==> src/design/rid_pkg.sv <==
`timescale 1ns / 1ps

package rid_pkg;

    // Major opcodes of the supported subset.
    localparam logic [6:0] OPC_LUI    = 7'h37;
    localparam logic [6:0] OPC_AUIPC  = 7'h17;
    localparam logic [6:0] OPC_JAL    = 7'h6F;
    localparam logic [6:0] OPC_JALR   = 7'h67;
    localparam logic [6:0] OPC_BRANCH = 7'h63;
    localparam logic [6:0] OPC_LOAD   = 7'h03;
    localparam logic [6:0] OPC_STORE  = 7'h23;
    localparam logic [6:0] OPC_OPIMM  = 7'h13;
    localparam logic [6:0] OPC_OP     = 7'h33;
    localparam logic [6:0] OPC_FLOAD  = 7'h07;
    localparam logic [6:0] OPC_FSTORE = 7'h27;
    localparam logic [6:0] OPC_FOP    = 7'h53;
    localparam logic [6:0] OPC_ROT    = 7'h0B;
    localparam logic [6:0] OPC_IO     = 7'h01;

    // funct7 codes.
    localparam logic [6:0] F7_BASE   = 7'h00;
    localparam logic [6:0] F7_ALT    = 7'h20;
    localparam logic [6:0] F7_MULDIV = 7'h01;
    localparam logic [6:0] F7_FADD   = 7'h00;
    localparam logic [6:0] F7_FSUB   = 7'h04;
    localparam logic [6:0] F7_FMUL   = 7'h08;
    localparam logic [6:0] F7_FDIV   = 7'h0C;
    localparam logic [6:0] F7_FCMP   = 7'h50;
    localparam logic [6:0] F7_FMVSX  = 7'h78;
    localparam logic [6:0] F7_FMVXS  = 7'h70;
    localparam logic [6:0] F7_FCVTSW = 7'h68;
    localparam logic [6:0] F7_FCVTWS = 7'h60;
    localparam logic [6:0] F7_FSQRT  = 7'h2C;
    localparam logic [6:0] F7_FSGNJ  = 7'h10;

    // Bits kept of the immediate of an arithmetic right shift.
    localparam logic [31:0] SRAI_MASK = 32'h0000_041F;

    typedef enum logic [5:0] {
        OP_LUI, OP_AUIPC, OP_JAL, OP_JALR,
        OP_BEQ, OP_BNE, OP_BLT, OP_BGE, OP_BLTU, OP_BGEU,
        OP_LB, OP_LH, OP_LW, OP_LBU, OP_LHU,
        OP_SB, OP_SH, OP_SW,
        OP_ADDI, OP_SLTI, OP_SLTIU, OP_XORI, OP_ORI, OP_ANDI,
        OP_SLLI, OP_SRLI, OP_SRAI,
        OP_ADD, OP_SUB, OP_MUL, OP_SLL, OP_SLT, OP_SLTU, OP_XOR, OP_DIV,
        OP_SRL, OP_SRA, OP_OR, OP_AND,
        OP_FLW, OP_FSW,
        OP_FADDS, OP_FSUBS, OP_FMULS, OP_FDIVS, OP_FEQS, OP_FLTS, OP_FLES,
        OP_FMVSX, OP_FMVXS, OP_FCVTSW, OP_FCVTWS, OP_FSQRTS, OP_FSGNJXS,
        OP_ROT, OP_IN, OP_OUT
    } op_t;

    typedef enum logic [1:0] {
        ERR_NONE    = 2'd0,
        ERR_UNKNOWN = 2'd1,
        ERR_RM      = 2'd2
    } err_t;

    typedef struct packed {
        op_t         op;
        logic [4:0]  one;
        logic [31:0] two;
        logic [31:0] three;
        err_t        err;
    } result_t;

endpackage

==> src/design/rid_decode.sv <==
`timescale 1ns / 1ps

module rid_decode
    import rid_pkg::*;
(
    input  logic [31:0] word,
    output result_t     res
);

    logic [6:0]  opc;
    logic [6:0]  f7;
    logic [2:0]  f3;
    logic [4:0]  rd;
    logic [4:0]  rs1;
    logic [4:0]  rs2;
    logic [31:0] imm_i;
    logic [31:0] imm_s;
    logic [31:0] imm_b;
    logic [31:0] imm_j;
    op_t         op;
    err_t        err;
    logic [4:0]  a;
    logic [31:0] b;
    logic [31:0] c;

    assign opc = word[6:0];
    assign f7  = word[31:25];
    assign f3  = word[14:12];
    assign rd  = word[11:7];
    assign rs1 = word[19:15];
    assign rs2 = word[24:20];

    assign imm_i = {{20{word[31]}}, word[31:20]};
    assign imm_s = {{20{word[31]}}, word[31:25], word[11:7]};
    assign imm_b = {{19{word[31]}}, word[31], word[7], word[30:25], word[11:8], 1'b0};
    assign imm_j = {{11{word[31]}}, word[31], word[19:12], word[20], word[30:21], 1'b0};

    always_comb
    begin
        op  = OP_LUI;
        err = ERR_UNKNOWN;
        a   = 5'd0;
        b   = 32'd0;
        c   = 32'd0;
        unique case (opc)
            OPC_LUI, OPC_AUIPC:
            begin
                op  = (opc == OPC_LUI) ? OP_LUI : OP_AUIPC;
                err = ERR_NONE;
                a   = rd;
                b   = {word[31:12], 12'd0};
            end
            OPC_JAL:
            begin
                op  = OP_JAL;
                err = ERR_NONE;
                a   = rd;
                b   = imm_j;
            end
            OPC_JALR:
            begin
                op  = OP_JALR;
                err = ERR_NONE;
                a   = rd;
                b   = {27'd0, rs1};
                c   = imm_i;
            end
            OPC_BRANCH:
            begin
                a   = rs1;
                b   = {27'd0, rs2};
                c   = imm_b;
                err = ERR_NONE;
                unique case (f3)
                    3'd0:    op = OP_BEQ;
                    3'd1:    op = OP_BNE;
                    3'd4:    op = OP_BLT;
                    3'd5:    op = OP_BGE;
                    3'd6:    op = OP_BLTU;
                    3'd7:    op = OP_BGEU;
                    default: err = ERR_UNKNOWN;
                endcase
            end
            OPC_LOAD:
            begin
                a   = rd;
                b   = {27'd0, rs1};
                c   = imm_i;
                err = ERR_NONE;
                unique case (f3)
                    3'd0:    op = OP_LB;
                    3'd1:    op = OP_LH;
                    3'd2:    op = OP_LW;
                    3'd4:    op = OP_LBU;
                    3'd5:    op = OP_LHU;
                    default: err = ERR_UNKNOWN;
                endcase
            end
            OPC_STORE:
            begin
                a   = rs1;
                b   = {27'd0, rs2};
                c   = imm_s;
                err = ERR_NONE;
                unique case (f3)
                    3'd0:    op = OP_SB;
                    3'd1:    op = OP_SH;
                    3'd2:    op = OP_SW;
                    default: err = ERR_UNKNOWN;
                endcase
            end
            OPC_OPIMM:
            begin
                a   = rd;
                b   = {27'd0, rs1};
                c   = imm_i;
                err = ERR_NONE;
                unique case (f3)
                    3'd0: op = OP_ADDI;
                    3'd2: op = OP_SLTI;
                    3'd3: op = OP_SLTIU;
                    3'd4: op = OP_XORI;
                    3'd6: op = OP_ORI;
                    3'd7: op = OP_ANDI;
                    3'd1:
                    begin
                        op = OP_SLLI;
                        if (f7 != F7_BASE)
                            err = ERR_UNKNOWN;
                    end
                    default:
                    begin
                        if (f7 == F7_BASE)
                            op = OP_SRLI;
                        else if (f7 == F7_ALT)
                        begin
                            op = OP_SRAI;
                            c  = imm_i & SRAI_MASK;
                        end
                        else
                            err = ERR_UNKNOWN;
                    end
                endcase
            end
            OPC_OP:
            begin
                a   = rd;
                b   = {27'd0, rs1};
                c   = {27'd0, rs2};
                err = ERR_UNKNOWN;
                unique case (f3)
                    3'd0:
                    begin
                        if (f7 == F7_BASE)        begin op = OP_ADD; err = ERR_NONE; end
                        else if (f7 == F7_ALT)    begin op = OP_SUB; err = ERR_NONE; end
                        else if (f7 == F7_MULDIV) begin op = OP_MUL; err = ERR_NONE; end
                    end
                    3'd1: if (f7 == F7_BASE) begin op = OP_SLL;  err = ERR_NONE; end
                    3'd2: if (f7 == F7_BASE) begin op = OP_SLT;  err = ERR_NONE; end
                    3'd3: if (f7 == F7_BASE) begin op = OP_SLTU; err = ERR_NONE; end
                    3'd4:
                    begin
                        if (f7 == F7_BASE)        begin op = OP_XOR; err = ERR_NONE; end
                        else if (f7 == F7_MULDIV) begin op = OP_DIV; err = ERR_NONE; end
                    end
                    3'd5:
                    begin
                        if (f7 == F7_BASE)     begin op = OP_SRL; err = ERR_NONE; end
                        else if (f7 == F7_ALT) begin op = OP_SRA; err = ERR_NONE; end
                    end
                    3'd6: if (f7 == F7_BASE) begin op = OP_OR;  err = ERR_NONE; end
                    default: if (f7 == F7_BASE) begin op = OP_AND; err = ERR_NONE; end
                endcase
            end
            OPC_FLOAD:
            begin
                op  = OP_FLW;
                a   = rd;
                b   = {27'd0, rs1};
                c   = imm_i;
                err = (f3 == 3'd2) ? ERR_NONE : ERR_UNKNOWN;
            end
            OPC_FSTORE:
            begin
                op  = OP_FSW;
                a   = rs1;
                b   = {27'd0, rs2};
                c   = imm_s;
                err = (f3 == 3'd2) ? ERR_NONE : ERR_UNKNOWN;
            end
            OPC_FOP:
            begin
                a   = rd;
                b   = {27'd0, rs1};
                c   = {27'd0, rs2};
                err = ERR_UNKNOWN;
                // The rounding mode is checked ahead of the unused rs2 field.
                unique case (f7)
                    F7_FADD:   begin op = OP_FADDS; err = (f3 != 3'd0) ? ERR_RM : ERR_NONE; end
                    F7_FSUB:   begin op = OP_FSUBS; err = (f3 != 3'd0) ? ERR_RM : ERR_NONE; end
                    F7_FMUL:   begin op = OP_FMULS; err = (f3 != 3'd0) ? ERR_RM : ERR_NONE; end
                    F7_FDIV:   begin op = OP_FDIVS; err = (f3 != 3'd0) ? ERR_RM : ERR_NONE; end
                    F7_FCMP:
                    begin
                        err = ERR_NONE;
                        if (f3 == 3'd2)      op = OP_FEQS;
                        else if (f3 == 3'd1) op = OP_FLTS;
                        else if (f3 == 3'd0) op = OP_FLES;
                        else                 err = ERR_UNKNOWN;
                    end
                    F7_FMVSX:
                    begin
                        op = OP_FMVSX;
                        if (f3 == 3'd0 && rs2 == 5'd0) err = ERR_NONE;
                    end
                    F7_FMVXS:
                    begin
                        op = OP_FMVXS;
                        if (f3 == 3'd0 && rs2 == 5'd0) err = ERR_NONE;
                    end
                    F7_FCVTSW:
                    begin
                        op  = OP_FCVTSW;
                        err = (f3 != 3'd0) ? ERR_RM : ((rs2 == 5'd0) ? ERR_NONE : ERR_UNKNOWN);
                    end
                    F7_FCVTWS:
                    begin
                        op  = OP_FCVTWS;
                        err = (f3 != 3'd0) ? ERR_RM : ((rs2 == 5'd0) ? ERR_NONE : ERR_UNKNOWN);
                    end
                    F7_FSQRT:
                    begin
                        op  = OP_FSQRTS;
                        err = (f3 != 3'd0) ? ERR_RM : ((rs2 == 5'd0) ? ERR_NONE : ERR_UNKNOWN);
                    end
                    F7_FSGNJ:
                    begin
                        op = OP_FSGNJXS;
                        if (f3 == 3'd2) err = ERR_NONE;
                    end
                    default: err = ERR_UNKNOWN;
                endcase
            end
            OPC_ROT:
            begin
                op  = OP_ROT;
                a   = rd;
                b   = {27'd0, rs1};
                err = (f3 == 3'd1 && rs2 == 5'd0) ? ERR_NONE : ERR_UNKNOWN;
            end
            OPC_IO:
            begin
                // Both forms carry a zero operand field and a zero immediate, so the
                // only slot left is the register that is read or written.
                if (f3 == 3'd0)
                begin
                    op  = OP_IN;
                    a   = rd;
                    err = (rs1 == 5'd0 && imm_i == 32'd0) ? ERR_NONE : ERR_UNKNOWN;
                end
                else if (f3 == 3'd1)
                begin
                    op  = OP_OUT;
                    a   = rs1;
                    err = (rs2 == 5'd0 && imm_s == 32'd0) ? ERR_NONE : ERR_UNKNOWN;
                end
            end
            default: err = ERR_UNKNOWN;
        endcase
    end

    // A rejected word shows no operation and empty slots.
    always_comb
    begin
        res.err = err;
        if (err == ERR_NONE)
        begin
            res.op    = op;
            res.one   = a;
            res.two   = b;
            res.three = c;
        end
        else
        begin
            res.op    = OP_LUI;
            res.one   = 5'd0;
            res.two   = 32'd0;
            res.three = 32'd0;
        end
    end

endmodule

==> src/design/riscv_instruction_decoder.sv <==
`timescale 1ns / 1ps

// Channel   Handshake              Payload
// input     in_valid / in_ready    instr_word
// output    out_valid / out_ready  op_code, slot_one, slot_two, slot_three, error_code
//
// An accepted item is captured in the input register and then decoded into the result
// register once that register is empty or its result is taken; out_valid rises when
// the result register is loaded. One item is accepted every cycle while the output
// side takes results. A stalled result holds the result register and the word waiting
// behind it; in_ready stays high while the input register is empty or its word moves
// on. After reset both stages are empty and in_ready is high.

module riscv_instruction_decoder
    import rid_pkg::*;
(
    input  logic        clk,
    input  logic        rst_n,
    input  logic        in_valid,
    output logic        in_ready,
    input  logic [31:0] instr_word,
    output logic        out_valid,
    input  logic        out_ready,
    output logic [5:0]  op_code,
    output logic [4:0]  slot_one,
    output logic [31:0] slot_two,
    output logic [31:0] slot_three,
    output logic [1:0]  error_code
);

    logic        word_valid_reg;
    logic        word_valid_next;
    logic [31:0] word_reg;
    logic        res_valid_reg;
    logic        res_valid_next;
    result_t     res_reg;
    result_t     res_dec;
    logic        res_load;

    rid_decode u_decode
    (
        .word (word_reg),
        .res  (res_dec)
    );

    assign res_load        = word_valid_reg && (!res_valid_reg || out_ready);
    assign in_ready        = !word_valid_reg || res_load;
    assign word_valid_next = (in_valid && in_ready) ? 1'b1 :
                             (res_load ? 1'b0 : word_valid_reg);
    assign res_valid_next  = res_load ? 1'b1 :
                             ((out_ready) ? 1'b0 : res_valid_reg);

    always_ff @(posedge clk or negedge rst_n)
    begin
        if (!rst_n)
        begin
            word_valid_reg <= 1'b0;
            res_valid_reg  <= 1'b0;
        end
        else
        begin
            word_valid_reg <= word_valid_next;
            res_valid_reg  <= res_valid_next;
        end
    end

    always_ff @(posedge clk)
    begin
        if (in_valid && in_ready)
            word_reg <= instr_word;
        if (res_load)
            res_reg <= res_dec;
    end

    assign out_valid  = res_valid_reg;
    assign op_code    = res_reg.op;
    assign slot_one   = res_reg.one;
    assign slot_two   = res_reg.two;
    assign slot_three = res_reg.three;
    assign error_code = res_reg.err;

endmodule

==> config.mk <==
export PLATFORM = sky130hd
export DESIGN_NAME = riscv_instruction_decoder
export DESIGN_NICKNAME = d
export VERILOG_FILES = /design/src/design/rid_pkg.sv /design/src/design/rid_decode.sv /design/src/design/riscv_instruction_decoder.sv
export SDC_FILE = /design/constraint.sdc
export NUM_CORES = 1
export LEC_CHECK = 0
export BUFFER_PORTS_ARGS = -buffer_cell sky130_fd_sc_hd__buf_2
export CORE_ASPECT_RATIO = 1.2
export CORE_MARGIN = 2
export CORE_UTILIZATION = 60
export DETAILED_ROUTE_END_ITERATION = 6
export GPL_ROUTABILITY_DRIVEN = 0
export GPL_TIMING_DRIVEN = 0
export HOLD_SLACK_MARGIN = 0.08
export PLACE_DENSITY = 0.95
export REMOVE_ABC_BUFFERS = 1
export SLEW_MARGIN = 5
export SYNTH_ARGS = -nofsm -noshare
export SYNTH_HDL_FRONTEND = slang
export SYNTH_HIERARCHICAL = 1
export SYNTH_SLANG_ARGS = --single-unit
export TNS_END_PERCENT = 10
==> constraint.sdc <==
create_clock -name clk -period 6.9 [get_ports clk]
set_input_delay 1.725 -clock clk [delete_from_list [all_inputs] [get_ports clk]]
set_output_delay 1.725 -clock clk [all_outputs]
set_load 0.01 [all_outputs]
==> run summary <==
status -> finished with violations
violated checks -> design-rule violations
total grt overflow -> 0
post-route cell area -> 6225 µm²
Worst Hold Path Cells -> 1
Ys Warns -> 6
main combinational cell family by area after synthesis -> simple AND/OR/NAND/NOR gates
#FFs+latches synth -> 111
chip height -> 109.0 µm
H-tree depth -> 3
wirelength, routed -> 13060 µm
crit start category -> flop
diode count -> 0
kind of critical path -> flop to flop
num rows -> 38
drt initial violations -> 707
Syn Area/Cell -> 11.76 µm²
CP endpoint kind -> flop
RSZ-0062 raised after global routing -> false
worst min path class -> flop to flop
First-pass DRT Iterations -> 7
share of cells above drive strength 1 -> 27.62%
Die Footprint -> 9980 µm²
clk sinks -> 111
P_leak -> 2.379 nW
complex-gate fraction of the synthesized area -> 14.88%
Seq/Total Area, Yosys -> 60.24%
Post-synth EDFFs -> 109
asr flop ratio synth -> 1.802%
post-DP HPWL -> 8758 µm
CTS Hold Buffers Added -> 0
simple-gate share of the synthesized area -> 19.30%
worst-margin pin slew -> 1.049 ns
TritonCTS clock tree -> done
CTS resizes -> 0
critical path data required time -> 6.94 ns
Post-Synth Adder-Cell Area -> 0%
Area after DPL -> 6000 µm²
total power -> 1.366 mW
xor/xnor cell area share of the yosys netlist -> 0%
vias in the first global route -> 4030
Area Overhead vs Synth -> 12.84%
Fin. Hold Viols -> 0
Root Buffer -> clkbuf_8
CTS Buf Count -> 9
Routed Antenna Nets -> 0
Cell variety after synth -> 63
HP Start -> word_valid_reg$_DFFE_PN0P_
Max Fclk -> 216.7 MHz
buffers added on ports -> 114
cell count after synthesis -> 469
Initial Util -> 61.39%
IO Pins -> 115
pwr/cell area -> 219.5 nW/µm²
wire length of the first global-routing pass -> 20210 µm
Nets -> 585
Register-to-Register Path Depth -> 6
Clock Latency Late Sink -> 0.38 ns
Final Cycle Share -> 66.88%
Worst VDD drop -> 0.1249 mV
Arr. time, crit path -> 4.65 ns
reg2reg end -> slot_three[31]$_DFFE_PP_
Max Cap Viol -> 0
post-synthesis mux area share -> 0.3856%
worst-path fanout max -> 29
Worst Skew -> 0.01012 ns
count of pins over their slew limit -> 0
GRT Util Overall -> 26.11%
WL/cell -> 19.37 µm
worst slack, placed -> 2.619 ns
slew margin rel. -> 29.80%
Synth Cell Area -> 5517 µm²
Avg Vias per Cell -> 6.491
Setup Fix Bufs, Post-CTS -> 0
largest net degree at the start of global routing -> 53
Max Root-Sink Buffers -> 2
antenna violations before repair -> 0
Hold EP -> out_valid$_DFFE_PN0P_
Setup violations, final -> 0
min setup slack post-route -> 2.285 ns
# DRC -> 4
CTS clock-pin slew for the worst setup and hold paths -> 0.10 ns
Die X -> 91.53 µm
Core Footprint -> 8986 µm²
setup TNS -> 0 ns
Synth Flop Type -> edfxtp_1
reg2reg setup slack -> 2.29 ns
origin of the critical flop-to-flop path -> word_reg[12]$_DFFE_PP_
min cycle time layout -> 4.615 ns
Vias -> 4375
[critical path, stage by stage, from the launching register on]
cell and delay (ns):
edfxtp_1 0.78, nor3_1 0.85, or4_1 0.22, o31ai_1 0.09, a2111oi_0 0.63, nand3_2 0.66, nor2_1 1.03
[how the worst max path moves through the flow]
stage | from | endpoint | depth (start not counted)
after floorplan | out_ready | error_code[0]$_DFFE_PP_ | 2
after CTS | word_reg[12]$_DFFE_PP_ | slot_three[31]$_DFFE_PP_ | 6
final | word_reg[12]$_DFFE_PP_ | slot_three[31]$_DFFE_PP_ | 6
after detailed placement | word_reg[12]$_DFFE_PP_ | slot_three[25]$_DFFE_PP_ | 6
after global placement | out_ready | op_code[3]$_DFFE_PP_ | 3
after global routing | word_reg[12]$_DFFE_PP_ | slot_three[31]$_DFFE_PP_ | 6
[layout make-up]
| class | count | area [µm²] |
|---|---|---|
| clock buffer | 9 | 123.9 |
| clock inverter | 7 | 90.09 |
| fill | 630 | 2761 |
| inverter | 7 | 26.28 |
| multi-input combinational | 305 | 1921 |
| sequential | 111 | 3323 |
| tap | 120 | 150.1 |
| timing repair buffer | 115 | 590.6 |
[cell usage after synthesis (2+ instances only)]
cell,count,area (µm²)
edfxtp_1,109,3273
nor2_1,44,165.2
clkbuf_1,23,86.33
nand3_1,22,110.1
and2_1,21,131.4
nand2_1,21,78.83
buf_4,19,142.6
a21oi_1,18,90.09
a22oi_1,18,135.1
nand2b_1,14,87.58
a21o_1,13,97.59
nor3_1,13,65.06
o21ai_0,11,55.05
a31oi_1,8,50.05
inv_1,7,26.28
nor4_1,7,43.79
or2_2,7,43.79
a211oi_1,5,37.54
and3_1,5,31.28
o22ai_1,5,31.28
or3_1,5,31.28
a41oi_1,4,35.03
nor2b_1,4,25.02
nor4b_1,4,35.03
o31ai_1,4,30.03
a2111oi_0,3,26.28
a21boi_0,3,22.52
o211ai_1,3,22.52
o21a_1,3,22.52
or4_1,3,22.52
a211o_1,2,17.52
a32oi_1,2,17.52
and4_1,2,17.52
buf_6,2,22.52
dfrtp_1,2,50.05
nand4_1,2,12.51
nor3b_1,2,15.01
o311a_1,2,20.02
o32ai_1,2,17.52
o41ai_1,2,17.52
[layout by cell type, fill, tap and decap left out, types with 14 or more instances in the layout]
cell and instances:
a21oi_1 18, a22oi_1 18, and2_1 20, buf_2 114, edfxtp_1 109, nand2_1 21, nand2b_1 14, nand3_1 22
nor2_1 44
[per-stage QoR]
step | hold WS (ns) | utilization [%] | std cells
floorplan | 0.5113 | - | 423
global route | 0.6078 | 69.27 | 674
detailed placement | 0.5568 | 66.76 | 658
CTS | 0.5786 | 69.15 | 674
finish | 0.5778 | 69.27 | 674
global placement | 0.5246 | 66.51 | 657
[per-layer routing]
metal,routed length (µm),vias up,global-route usage [%]
met5,0,-,0
met4,711,0,14.72
met3,1355,103,5.943
met2,6297,352,42.38
met1,4693,1979,32.55
li1,-,1941,-
[report_power, final]
part	total [mW]	switching (mW)	internal (mW)	leakage [nW]
Clock	0.400	0.225	0.176	0.106
Combinational	0.139	0.0870	0.0517	1.17
Sequential	0.827	0.0405	0.787	1.11
Total	1.37	0.352	1.01	2.38
[cell families (layout without fill, tap and decap cells)]
kind of cell / Yosys count / count (layout)
and+or+nand+nor: 189 / 189
buffers and inverters: 53 / 138
DFF: 111 / 111
AOI/OAI and AO/OA: 114 / 114
muxes: 2 / 2
Note: power is estimated with default switching activity, not from simulation.
